**config.mk**
```make
export PLATFORM = sky130hd
export DESIGN_NAME = quadrant_two_color_quantizer
export DESIGN_NICKNAME = d
export VERILOG_FILES = /design/src/design/qtcq_pkg.sv /design/src/design/qtcq_luma.sv /design/src/design/qtcq_split.sv /design/src/design/qtcq_accum.sv /design/src/design/qtcq_average.sv /design/src/design/quadrant_two_color_quantizer.sv
export SDC_FILE = /design/constraint.sdc
export NUM_CORES = 1
export LEC_CHECK = 0
export BUFFER_PORTS_ARGS = -buffer_cell sky130_fd_sc_hd__buf_2
export CORE_ASPECT_RATIO = 1.75
export CORE_MARGIN = 8
export CORE_UTILIZATION = 57
export CTS_BUF_LIST = sky130_fd_sc_hd__clkbuf_8
export DETAILED_ROUTE_END_ITERATION = 8
export PLACE_DENSITY_LB_ADDON = 0.25
export SLEW_MARGIN = 0
export SYNTH_ARGS = -nofsm -noshare
export SYNTH_HDL_FRONTEND = slang
export SYNTH_HIERARCHICAL = 1
export SYNTH_SLANG_ARGS = --single-unit
```
**constraint.sdc**
```tcl
create_clock -name clock -period 7.77 [get_ports clock]
set_input_delay 0.3885 -clock clock [delete_from_list [all_inputs] [get_ports clock]]
set_output_delay 0.3885 -clock clock [all_outputs]
set_load 0.03 [all_outputs]
```
**src/design/qtcq_pkg.sv**
```systemverilog
// shared types for the quadrant two-color quantizer pipeline
`timescale 1ns / 1ps

package qtcq_pkg;

   localparam int ChannelBits = 8;
   localparam int Pixels = 4;
   localparam int Channels = 3;
   localparam int LumaBits = ChannelBits + 2;
   localparam int CountBits = 3;
   localparam int GlyphBits = 4;

   typedef logic [ChannelBits-1:0] chan_type;
   typedef logic [LumaBits-1:0] luma_type;
   typedef logic [CountBits-1:0] count_type;

   typedef struct packed {
      chan_type red;
      chan_type green;
      chan_type blue;
   } pixel_type;

   typedef struct packed {
      chan_type top_left_red;
      chan_type top_left_green;
      chan_type top_left_blue;
      chan_type top_right_red;
      chan_type top_right_green;
      chan_type top_right_blue;
      chan_type bottom_left_red;
      chan_type bottom_left_green;
      chan_type bottom_left_blue;
      chan_type bottom_right_red;
      chan_type bottom_right_green;
      chan_type bottom_right_blue;
   } req_type;

   typedef struct packed {
      logic [GlyphBits-1:0] glyph_index;
      chan_type fore_red;
      chan_type fore_green;
      chan_type fore_blue;
      chan_type back_red;
      chan_type back_green;
      chan_type back_blue;
   } rsp_type;

   // pixel index 0..3 is TL, TR, BL, BR; channel index 0..2 is red, green, blue
   typedef struct packed {
      pixel_type [Pixels-1:0] px;
      luma_type [Pixels-1:0] bright;
   } luma_stage_type;

   typedef struct packed {
      pixel_type [Pixels-1:0] px;
      logic [GlyphBits-1:0] glyph;
   } split_stage_type;

   typedef struct packed {
      logic [GlyphBits-1:0] glyph;
      count_type fore_count;
      count_type back_count;
      luma_type [Channels-1:0] fore_sum;
      luma_type [Channels-1:0] back_sum;
   } accum_stage_type;

endpackage

```
**src/design/qtcq_luma.sv**
```systemverilog
// stage one: unpack the cell and form each pixel's brightness
`timescale 1ns / 1ps

module qtcq_luma (
   input  logic                     clock,
   input  logic                     reset,
   input  logic                     in_valid,
   output logic                     in_ready,
   input  qtcq_pkg::req_type        in_data,
   output logic                     out_valid,
   input  logic                     out_ready,
   output qtcq_pkg::luma_stage_type out_data
);

   logic valid_ff;
   qtcq_pkg::luma_stage_type data_ff, data_in;

   always_comb begin
      data_in.px[0] = '{in_data.top_left_red, in_data.top_left_green,
                        in_data.top_left_blue};
      data_in.px[1] = '{in_data.top_right_red, in_data.top_right_green,
                        in_data.top_right_blue};
      data_in.px[2] = '{in_data.bottom_left_red, in_data.bottom_left_green,
                        in_data.bottom_left_blue};
      data_in.px[3] = '{in_data.bottom_right_red, in_data.bottom_right_green,
                        in_data.bottom_right_blue};
      for (int p = 0; p < qtcq_pkg::Pixels; p++) begin
         data_in.bright[p] = {2'b00, data_in.px[p].red}
                           + {2'b00, data_in.px[p].green}
                           + {2'b00, data_in.px[p].blue};
      end
   end

   assign in_ready = !valid_ff || out_ready;

   always_ff @(posedge clock) begin
      if (reset) begin
         valid_ff <= 1'b0;
      end else if (in_ready) begin
         valid_ff <= in_valid;
      end
      if (in_ready && in_valid) begin
         data_ff <= data_in;
      end
   end

   assign out_valid = valid_ff;
   assign out_data = data_ff;

endmodule

```
**src/design/qtcq_split.sv**
```systemverilog
// stage two: brightness range and foreground/background split
`timescale 1ns / 1ps

module qtcq_split (
   input  logic                      clock,
   input  logic                      reset,
   input  logic                      in_valid,
   output logic                      in_ready,
   input  qtcq_pkg::luma_stage_type  in_data,
   output logic                      out_valid,
   input  logic                      out_ready,
   output qtcq_pkg::split_stage_type out_data
);

   logic valid_ff;
   qtcq_pkg::split_stage_type data_ff, data_in;
   qtcq_pkg::luma_type hi_a, hi_b, lo_a, lo_b, hi, lo;
   logic [qtcq_pkg::LumaBits:0] range_sum;

   always_comb begin
      // two-level compare tree for max and min
      hi_a = (in_data.bright[1] > in_data.bright[0]) ? in_data.bright[1] : in_data.bright[0];
      hi_b = (in_data.bright[3] > in_data.bright[2]) ? in_data.bright[3] : in_data.bright[2];
      lo_a = (in_data.bright[1] < in_data.bright[0]) ? in_data.bright[1] : in_data.bright[0];
      lo_b = (in_data.bright[3] < in_data.bright[2]) ? in_data.bright[3] : in_data.bright[2];
      hi = (hi_b > hi_a) ? hi_b : hi_a;
      lo = (lo_b < lo_a) ? lo_b : lo_a;
      range_sum = {1'b0, hi} + {1'b0, lo};
      data_in.px = in_data.px;
      for (int p = 0; p < qtcq_pkg::Pixels; p++) begin
         data_in.glyph[p] = {in_data.bright[p], 1'b0} > range_sum;
      end
   end

   assign in_ready = !valid_ff || out_ready;

   always_ff @(posedge clock) begin
      if (reset) begin
         valid_ff <= 1'b0;
      end else if (in_ready) begin
         valid_ff <= in_valid;
      end
      if (in_ready && in_valid) begin
         data_ff <= data_in;
      end
   end

   assign out_valid = valid_ff;
   assign out_data = data_ff;

endmodule

```
**src/design/qtcq_accum.sv**
```systemverilog
// stage three: per-group channel sums and pixel counts
`timescale 1ns / 1ps

module qtcq_accum (
   input  logic                      clock,
   input  logic                      reset,
   input  logic                      in_valid,
   output logic                      in_ready,
   input  qtcq_pkg::split_stage_type in_data,
   output logic                      out_valid,
   input  logic                      out_ready,
   output qtcq_pkg::accum_stage_type out_data
);

   logic valid_ff;
   qtcq_pkg::accum_stage_type data_ff, data_in;
   qtcq_pkg::chan_type [qtcq_pkg::Channels-1:0] chan;

   always_comb begin
      data_in.glyph = in_data.glyph;
      data_in.fore_count = '0;
      data_in.back_count = '0;
      data_in.fore_sum = '0;
      data_in.back_sum = '0;
      for (int p = 0; p < qtcq_pkg::Pixels; p++) begin
         chan[0] = in_data.px[p].red;
         chan[1] = in_data.px[p].green;
         chan[2] = in_data.px[p].blue;
         if (in_data.glyph[p]) begin
            data_in.fore_count = data_in.fore_count + 3'd1;
         end else begin
            data_in.back_count = data_in.back_count + 3'd1;
         end
         for (int c = 0; c < qtcq_pkg::Channels; c++) begin
            if (in_data.glyph[p]) begin
               data_in.fore_sum[c] = data_in.fore_sum[c] + {2'b00, chan[c]};
            end else begin
               data_in.back_sum[c] = data_in.back_sum[c] + {2'b00, chan[c]};
            end
         end
      end
   end

   assign in_ready = !valid_ff || out_ready;

   always_ff @(posedge clock) begin
      if (reset) begin
         valid_ff <= 1'b0;
      end else if (in_ready) begin
         valid_ff <= in_valid;
      end
      if (in_ready && in_valid) begin
         data_ff <= data_in;
      end
   end

   assign out_valid = valid_ff;
   assign out_data = data_ff;

endmodule

```
**src/design/qtcq_average.sv**
```systemverilog
// stage four: group averages by small constant division, output register
`timescale 1ns / 1ps

module qtcq_average (
   input  logic                      clock,
   input  logic                      reset,
   input  logic                      in_valid,
   output logic                      in_ready,
   input  qtcq_pkg::accum_stage_type in_data,
   output logic                      out_valid,
   input  logic                      out_ready,
   output qtcq_pkg::rsp_type         out_data
);

   localparam int RecipBits = 11;
   localparam int Recip3 = 683;  // ceil(2^11 / 3), exact for sums below 2046
   localparam int ProdBits = qtcq_pkg::LumaBits + RecipBits;

   logic valid_ff;
   qtcq_pkg::rsp_type data_ff, data_in;

   function automatic qtcq_pkg::chan_type group_average(qtcq_pkg::luma_type sum,
                                                        qtcq_pkg::count_type count);
      logic [ProdBits-1:0] prod;
      qtcq_pkg::chan_type result;
      prod = {{RecipBits{1'b0}}, sum} * ProdBits'(Recip3);
      case (count)
         3'd1: result = sum[qtcq_pkg::ChannelBits-1:0];
         3'd2: result = sum[qtcq_pkg::ChannelBits:1];
         3'd3: result = prod[RecipBits+qtcq_pkg::ChannelBits-1:RecipBits];
         3'd4: result = sum[qtcq_pkg::ChannelBits+1:2];
         default: result = '0;  // empty group
      endcase
      return result;
   endfunction

   always_comb begin
      data_in.glyph_index = in_data.glyph;
      data_in.fore_red = group_average(in_data.fore_sum[0], in_data.fore_count);
      data_in.fore_green = group_average(in_data.fore_sum[1], in_data.fore_count);
      data_in.fore_blue = group_average(in_data.fore_sum[2], in_data.fore_count);
      data_in.back_red = group_average(in_data.back_sum[0], in_data.back_count);
      data_in.back_green = group_average(in_data.back_sum[1], in_data.back_count);
      data_in.back_blue = group_average(in_data.back_sum[2], in_data.back_count);
   end

   assign in_ready = !valid_ff || out_ready;

   always_ff @(posedge clock) begin
      if (reset) begin
         valid_ff <= 1'b0;
      end else if (in_ready) begin
         valid_ff <= in_valid;
      end
      if (in_ready && in_valid) begin
         data_ff <= data_in;
      end
   end

   assign out_valid = valid_ff;
   assign out_data = data_ff;

endmodule

```
**src/design/quadrant_two_color_quantizer.sv**
```systemverilog
// top level of the quadrant two-color quantizer
// Takes one 2x2 cell of 8-bit RGB pixels per word on the req_ channel and
// returns one word on the rsp_ channel: a 4-bit quadrant glyph index (bit i
// set when pixel i of TL, TR, BL, BR is brighter than the cell's mid level)
// and the truncated average color of the foreground and background pixels.
// An empty foreground gives zero colors.
// A word is taken when valid is high and stall is low on that channel.
// Four register stages: brightness, split, group sums, averages. The first
// captures the word at the accepting edge, then the word moves on through
// the split, group-sum and average registers in turn. Throughput is one
// cell per cycle while rsp_stall is low, with no dependence between cells.
// rsp_valid comes straight from the output register. When the receiver
// stalls, the output holds and the stages behind it keep filling until
// each holds a word; only then does req_stall rise. Empty stages never
// stall the input.
// Reset clears all stage valid bits; the stage data registers are not reset.
`timescale 1ns / 1ps

module quadrant_two_color_quantizer (
   input  logic              clock,
   input  logic              reset,
   input  logic              req_valid,
   output logic              req_stall,
   input  qtcq_pkg::req_type req_data,
   output logic              rsp_valid,
   input  logic              rsp_stall,
   output qtcq_pkg::rsp_type rsp_data
);

   logic luma_valid, luma_ready;
   logic split_valid, split_ready;
   logic accum_valid, accum_ready;
   qtcq_pkg::luma_stage_type luma_data;
   qtcq_pkg::split_stage_type split_data;
   qtcq_pkg::accum_stage_type accum_data;
   logic req_ready;

   qtcq_luma u_luma (
      .clock     (clock),
      .reset     (reset),
      .in_valid  (req_valid),
      .in_ready  (req_ready),
      .in_data   (req_data),
      .out_valid (luma_valid),
      .out_ready (luma_ready),
      .out_data  (luma_data)
   );

   qtcq_split u_split (
      .clock     (clock),
      .reset     (reset),
      .in_valid  (luma_valid),
      .in_ready  (luma_ready),
      .in_data   (luma_data),
      .out_valid (split_valid),
      .out_ready (split_ready),
      .out_data  (split_data)
   );

   qtcq_accum u_accum (
      .clock     (clock),
      .reset     (reset),
      .in_valid  (split_valid),
      .in_ready  (split_ready),
      .in_data   (split_data),
      .out_valid (accum_valid),
      .out_ready (accum_ready),
      .out_data  (accum_data)
   );

   qtcq_average u_average (
      .clock     (clock),
      .reset     (reset),
      .in_valid  (accum_valid),
      .in_ready  (accum_ready),
      .in_data   (accum_data),
      .out_valid (rsp_valid),
      .out_ready (!rsp_stall),
      .out_data  (rsp_data)
   );

   assign req_stall = !req_ready;

   // the darkest pixel always lands in the background
   a_glyph_not_full: assert property (@(posedge clock) disable iff (reset)
      rsp_valid |-> rsp_data.glyph_index != 4'hF)
      else $error("glyph marks every pixel as foreground");

   a_empty_fore_zero: assert property (@(posedge clock) disable iff (reset)
      (rsp_valid && rsp_data.glyph_index == 4'h0) |->
      (rsp_data.fore_red == '0 && rsp_data.fore_green == '0 && rsp_data.fore_blue == '0))
      else $error("empty foreground with nonzero color");

   // a draining output means every stage can advance
   a_no_stall_when_drained: assert property (@(posedge clock) disable iff (reset)
      !rsp_stall |-> !req_stall)
      else $error("input stalled while output drains");

   a_accept_reaches_output: assert property (@(posedge clock) disable iff (reset)
      (req_valid && !req_stall && !rsp_stall) ##1 !rsp_stall ##1 !rsp_stall ##1 !rsp_stall
      |=> rsp_valid)
      else $error("accepted word lost in pipeline");

   a_reset_clears: assert property (@(posedge clock)
      $past(reset) |-> !rsp_valid)
      else $error("output valid right after reset");

endmodule

```
# Word level (Yosys, flattened, before mapping)
# Cells that the tools add are included.
totals:
  inputBits: 100
  reg_bits: 362
  wordCells: 164
  output_inout_bits: 54
classes:
  n_eq_ne: 8
  muxes: 44
  mul: 6
  order_cmp: 10
  addsub: 33
  reduce_logical: 14
op_table:
  columns: ["cell", "count"]
  rows:
  - ["$mux 10", 24]
  - ["$pmux 8 s4", 6]
  - ["$add 10x8->10", 16]
  - ["$mul 10x10->19 const B", 6]
  - ["$add 8x8->9", 10]
  - ["$mux 8", 6]
  - ["$gt 11x11->1", 4]
  - ["$gt 10x10->1", 3]
  - ["$lt 10x10->1", 3]
  - ["$mux 3", 6]
  - ["$add 3x1->3 const B", 4]
  - ["$eq 3x2->1 const B", 4]
  - ["$add 10x10->11", 1]
  - ["$eq 3x1->1 const B", 2]
  - ["$eq 3x3->1 const B", 2]
  - ["$logic_not 1->1", 6]
  - ["$add 1x1->2 const B", 2]
  - ["$logic_and 1x1->1", 4]
  - ["$logic_or 1x1->1", 4]
  - ["$mux 1", 2]

# Depth between registers and ports, before layout
depth:
  ltp_word: 7
  depth_mapped: 34
  ltp_nobuf: 31

# By module
# Netlist, hierarchy kept.
modules_own_cells:
  columns: ["mod", "n_inst", "area_per_inst_um2", "cells_each", "seq_area_each_um2"]
  rows:
  - ["qtcq_average", 1, 12754.7, 1302, 1581.5]
  - ["qtcq_accum", 1, 10482.6, 1227, 2122.0]
  - ["qtcq_split", 1, 6090.8, 498, 3022.9]
  - ["qtcq_luma", 1, 6060.8, 356, 4103.9]
  - ["quadrant_two_color_quantizer", 1, 7.5, 2, 0.0]

# Worst setup path before layout
# OpenSTA, ideal clock, no wires.
synth_timing:
  path_kind: "register to register"
  from: "reg u_luma.data_ff (netlist bit u_luma/out_data[38])"
  to: "reg u_split.data_ff (netlist bit u_split/out_data[2]), data pin"
  synth_period_minus_slack_ns: 6.781
  path_buffers: 3
  required_ns: 7.500
  path_stages_with_launch: 30
  setup_time_ns: 0.270
  t_arrival_ns: 6.511
  setup_slack_ns: 0.989
  path_cell_list: "edfxtp_1 > ha_1 > nand4_1 > nor2_1 > a21oi_1 > o211ai_1 > clkbuf_1 > clkbuf_1 > mux2i_1 > inv_1 > ha_1 > a21o_1 > a21o_1 > a21oi_1 > o21a_1 > o21ai_0 > o41ai_1 > buf_2 > mux2i_1 > ha_1 > a211oi_1 > nor2_1 > o21ai_0 > xor2_1 > ha_1 > o21a_1 > a41oi_1 > a41oi_1 > o31ai_1 > a221oi_1"
synth_lines:
  columns: ["item", "line_no", "rtl"]
  rows:
  - ["start, declared", "qtcq_luma.sv:16", "qtcq_pkg::luma_stage_type data_ff, data_in;"]
  - ["start signal, assigned", "qtcq_luma.sv:43", "data_ff <= data_in;"]
  - ["end signal, assigned", "qtcq_split.sv:44", "data_ff <= data_in;"]
  - ["end, declared", "qtcq_split.sv:16", "qtcq_pkg::split_stage_type data_ff, data_in;"]

==> flow_summary_export.csv <==
group,metric,value,unit
clocking,cts-resized-gates,0,
place,gp_congestion,0.933,
place,dp_hpwl,79100,um
cells_and_area,nFillCells,5030,
clocking,htreeDepth,2,
logic_synthesis,postSynthCellCount,3385,
cells_and_area,final_cell_mix,"595 x ha_1, 417 x inv_1, 358 x edfxtp_1",
cells_and_area,fin_cells,4494,
die,die_area,70600,um2
clocking,insertion_delay,690,ps
sta,hold_viol,0,
logic_synthesis,ys_ff_latch,362,
sta,max_freq,139,MHz
sta,setup_viol,0,
logic_synthesis,yosysSeqAreaShare,30.6,%
sta,worst_pin_slew,1050,ps
die,die_h,346,um
sta,fin_skew,53.5,ps
sta,maxSlewViolCount,0,
critical_path,path_class,"register to register",
critical_path,critPathRequiredTime,8160,ps
critical_path,worstSetupEndpointType,"register",
global_route,grt-ovfl-total,0,
global_route,antenna_found_initial,1,
cells_and_area,final_common_cell,"ha_1",
sta,layout_min_cycle_time,7210,ps
critical_path,max_stage_delay,460,ps
sta,fin_crit_sh,92.8,%
outcome,status,"finished, final reports clean",
drt,routedWlPerCell,21.5,um
clocking,cts_inserted_buffers,55,
clocking,cts_root_buf,"clkbuf_8",
clocking,path_clk_slew,70,ps
drt,drcViolationCount,0,
critical_path,cp_slowest_cell,"edfxtp_1",
job,drv_cap,0,
drt,dr.pass1.iters,6,
drt,viasPerCell,5.98,
sta,holdWs,56.8,ps
logic_synthesis,ys_warn_count,6,
die,dieWidth,204,um
die,coreArea,61800,um2
logic_synthesis,synthesis.nets,4261,
logic_synthesis,synth_area_per_cell,10.5,um2
critical_path,cp.arrival,7600,ps
sta,grt_setup_unrepaired,"false",
cells_and_area,nNetsFinal,4528,
drt,final_antenna_net_count,0,
cells_and_area,seqCellArea,10800,um2
clocking,clockBufferDepth,3,
sta,relSlewSlack,30.0,%
drt,wl,96600,um
sta,setup_tns,0,ps
global_route,grt_pass1_vias,27500,
logic_synthesis,synth_ff_type,"edfxtp_1",
die,start_util,57.3,%
die,io_pins,154,
worst_hold_path,min-delay-path-class,"input port to register",
cells_and_area,drive_gt1_share,9.75,%
cells_and_area,multi_input_comb_area,22800,um2
drt,vias,26900,
global_route,grt.total_usage,27.0,%
global_route,grt_max_degree,78,
place,dp_cells,4296,
die,rows,121,
global_route,grt_pass1_wl,148000,um
place,place.port_buffers,153,
logic_synthesis,synth-edff-count,358,
logic_synthesis,synth_area,35400,um2
clocking,cts_tree,"built",
logic_synthesis,synth_cell_types,92,
clocking,clock_sinks,362,
drt,drtIter0Drc,1592,
clocking,post_cts_buffers,0,
clocking,cts_hold_buffers,98,
critical_path,crit_path_max_fanout,11,
critical_path,critPathLaunchType,"register",
logic_synthesis,synthArstFlopShare,0,%
cells_and_area,syn_to_final_growth,11.0,%
[cells by family after synthesis]
group	after synthesis	share of synthesized area, %
flops	362	30.6
buf+inv	482	5.15
fa+ha+maj	781	31.4
mux	133	3.96
simple gates	597	8.43
xor+xnor	176	4.35
compound gates	854	16.1
[worst paths after layout]
| check | start | endpoint | slack [ps] | depth (start not counted) |
|---|---|---|---|---|
| max | u_luma/out_data[4] | u_split/out_data[2] | 560 | 30 |
| min | rsp_stall | u_average/out_valid | 60 | 4 |
| max reg2reg | u_luma/out_data[4] | u_split/out_data[2] | 560 | 30 |
| min reg2reg | u_luma/out_data[123] | u_split/out_data[87] | 390 | 0 |
[critical path, delay by kind of cell (launching register included)]
family / cells / cell delay, ps
xor gates and xnor gates: 1 / 240
muxes: 2 / 620
buffers and inverters: 4 / 780
DFF: 1 / 460
AOI/OAI and AO/OA: 16 / 3290
adders and majority gates: 4 / 1180
and+or+nand+nor: 3 / 360
[area by class of cell]
class                   instances  share of cell area [%]
inverters                     407                    3.89
flip-flops and latches        362                    27.6
clock inverters                41                   0.882
diodes                          1                 0.00637
clock buffers                  58                    2.03
well taps                     799                    2.55
multi-input cells            2541                    58.0
repair buffers                285                    5.10
[routing by layer]
layer | part of all wire, % | global-route usage, % | routed length, um
met2 | 53 | 50.3 | 51000
met5 | 0 | 0 | 0
met3 | 3.5 | 2.75 | 3370
met4 | 9.3 | 22.1 | 9020
met1 | 34 | 26.4 | 33200
[stage by stage]
step / setup slack [ps] / area (um2) / util [%]
2_1_floorplan: 989 / 35400 / -
3_3_place_gp: 820 / 37100 / 60.1
3_5_place_dp: 645 / 37100 / 60.1
4_1_cts: 614 / 39300 / 63.6
5_1_grt: 146 / 39300 / 63.6
6_report: 559 / 39300 / 63.6
[sequential cells by signal (all words and copies together), names as in the netlist]
| name | flops |
|---|---|
| u_split/out_valid | 1 |
| u_accum/out_valid | 1 |
| u_luma/out_valid | 1 |
| u_luma/out_data | 136 |
| u_average/out_data | 52 |
| u_split/out_data | 100 |
| u_average/out_valid | 1 |
| u_accum/out_data | 70 |
[cells in the mapped netlist (28+ instances only)]
cell type / number / area share, %
a22oi_1: 52 / 1.1
o21ai_1: 29 / 0.41
a31oi_1: 35 / 0.62
mux2_2: 56 / 1.8
and2_1: 30 / 0.53
nand2b_1: 36 / 0.64
xor2_1: 49 / 1.2
o21ai_0: 136 / 1.9
nor2_1: 162 / 1.7
a21o_1: 82 / 1.7
fa_1: 181 / 10
o21a_1: 46 / 0.98
nand3_1: 43 / 0.61
nand2_1: 139 / 1.5
xnor2_1: 127 / 3.1
clkbuf_1: 49 / 0.52
edfxtp_1: 358 / 30
ha_1: 595 / 21
nor2b_1: 59 / 1.0
mux2i_1: 77 / 2.2
a211oi_1: 51 / 1.1
inv_1: 404 / 4.3
o221ai_1: 28 / 0.69
a21oi_1: 214 / 3.0
nor3_1: 34 / 0.48
Power is not shown: default switching activity piles up to over one toggle a cycle in this logic, so the estimate is an artifact.
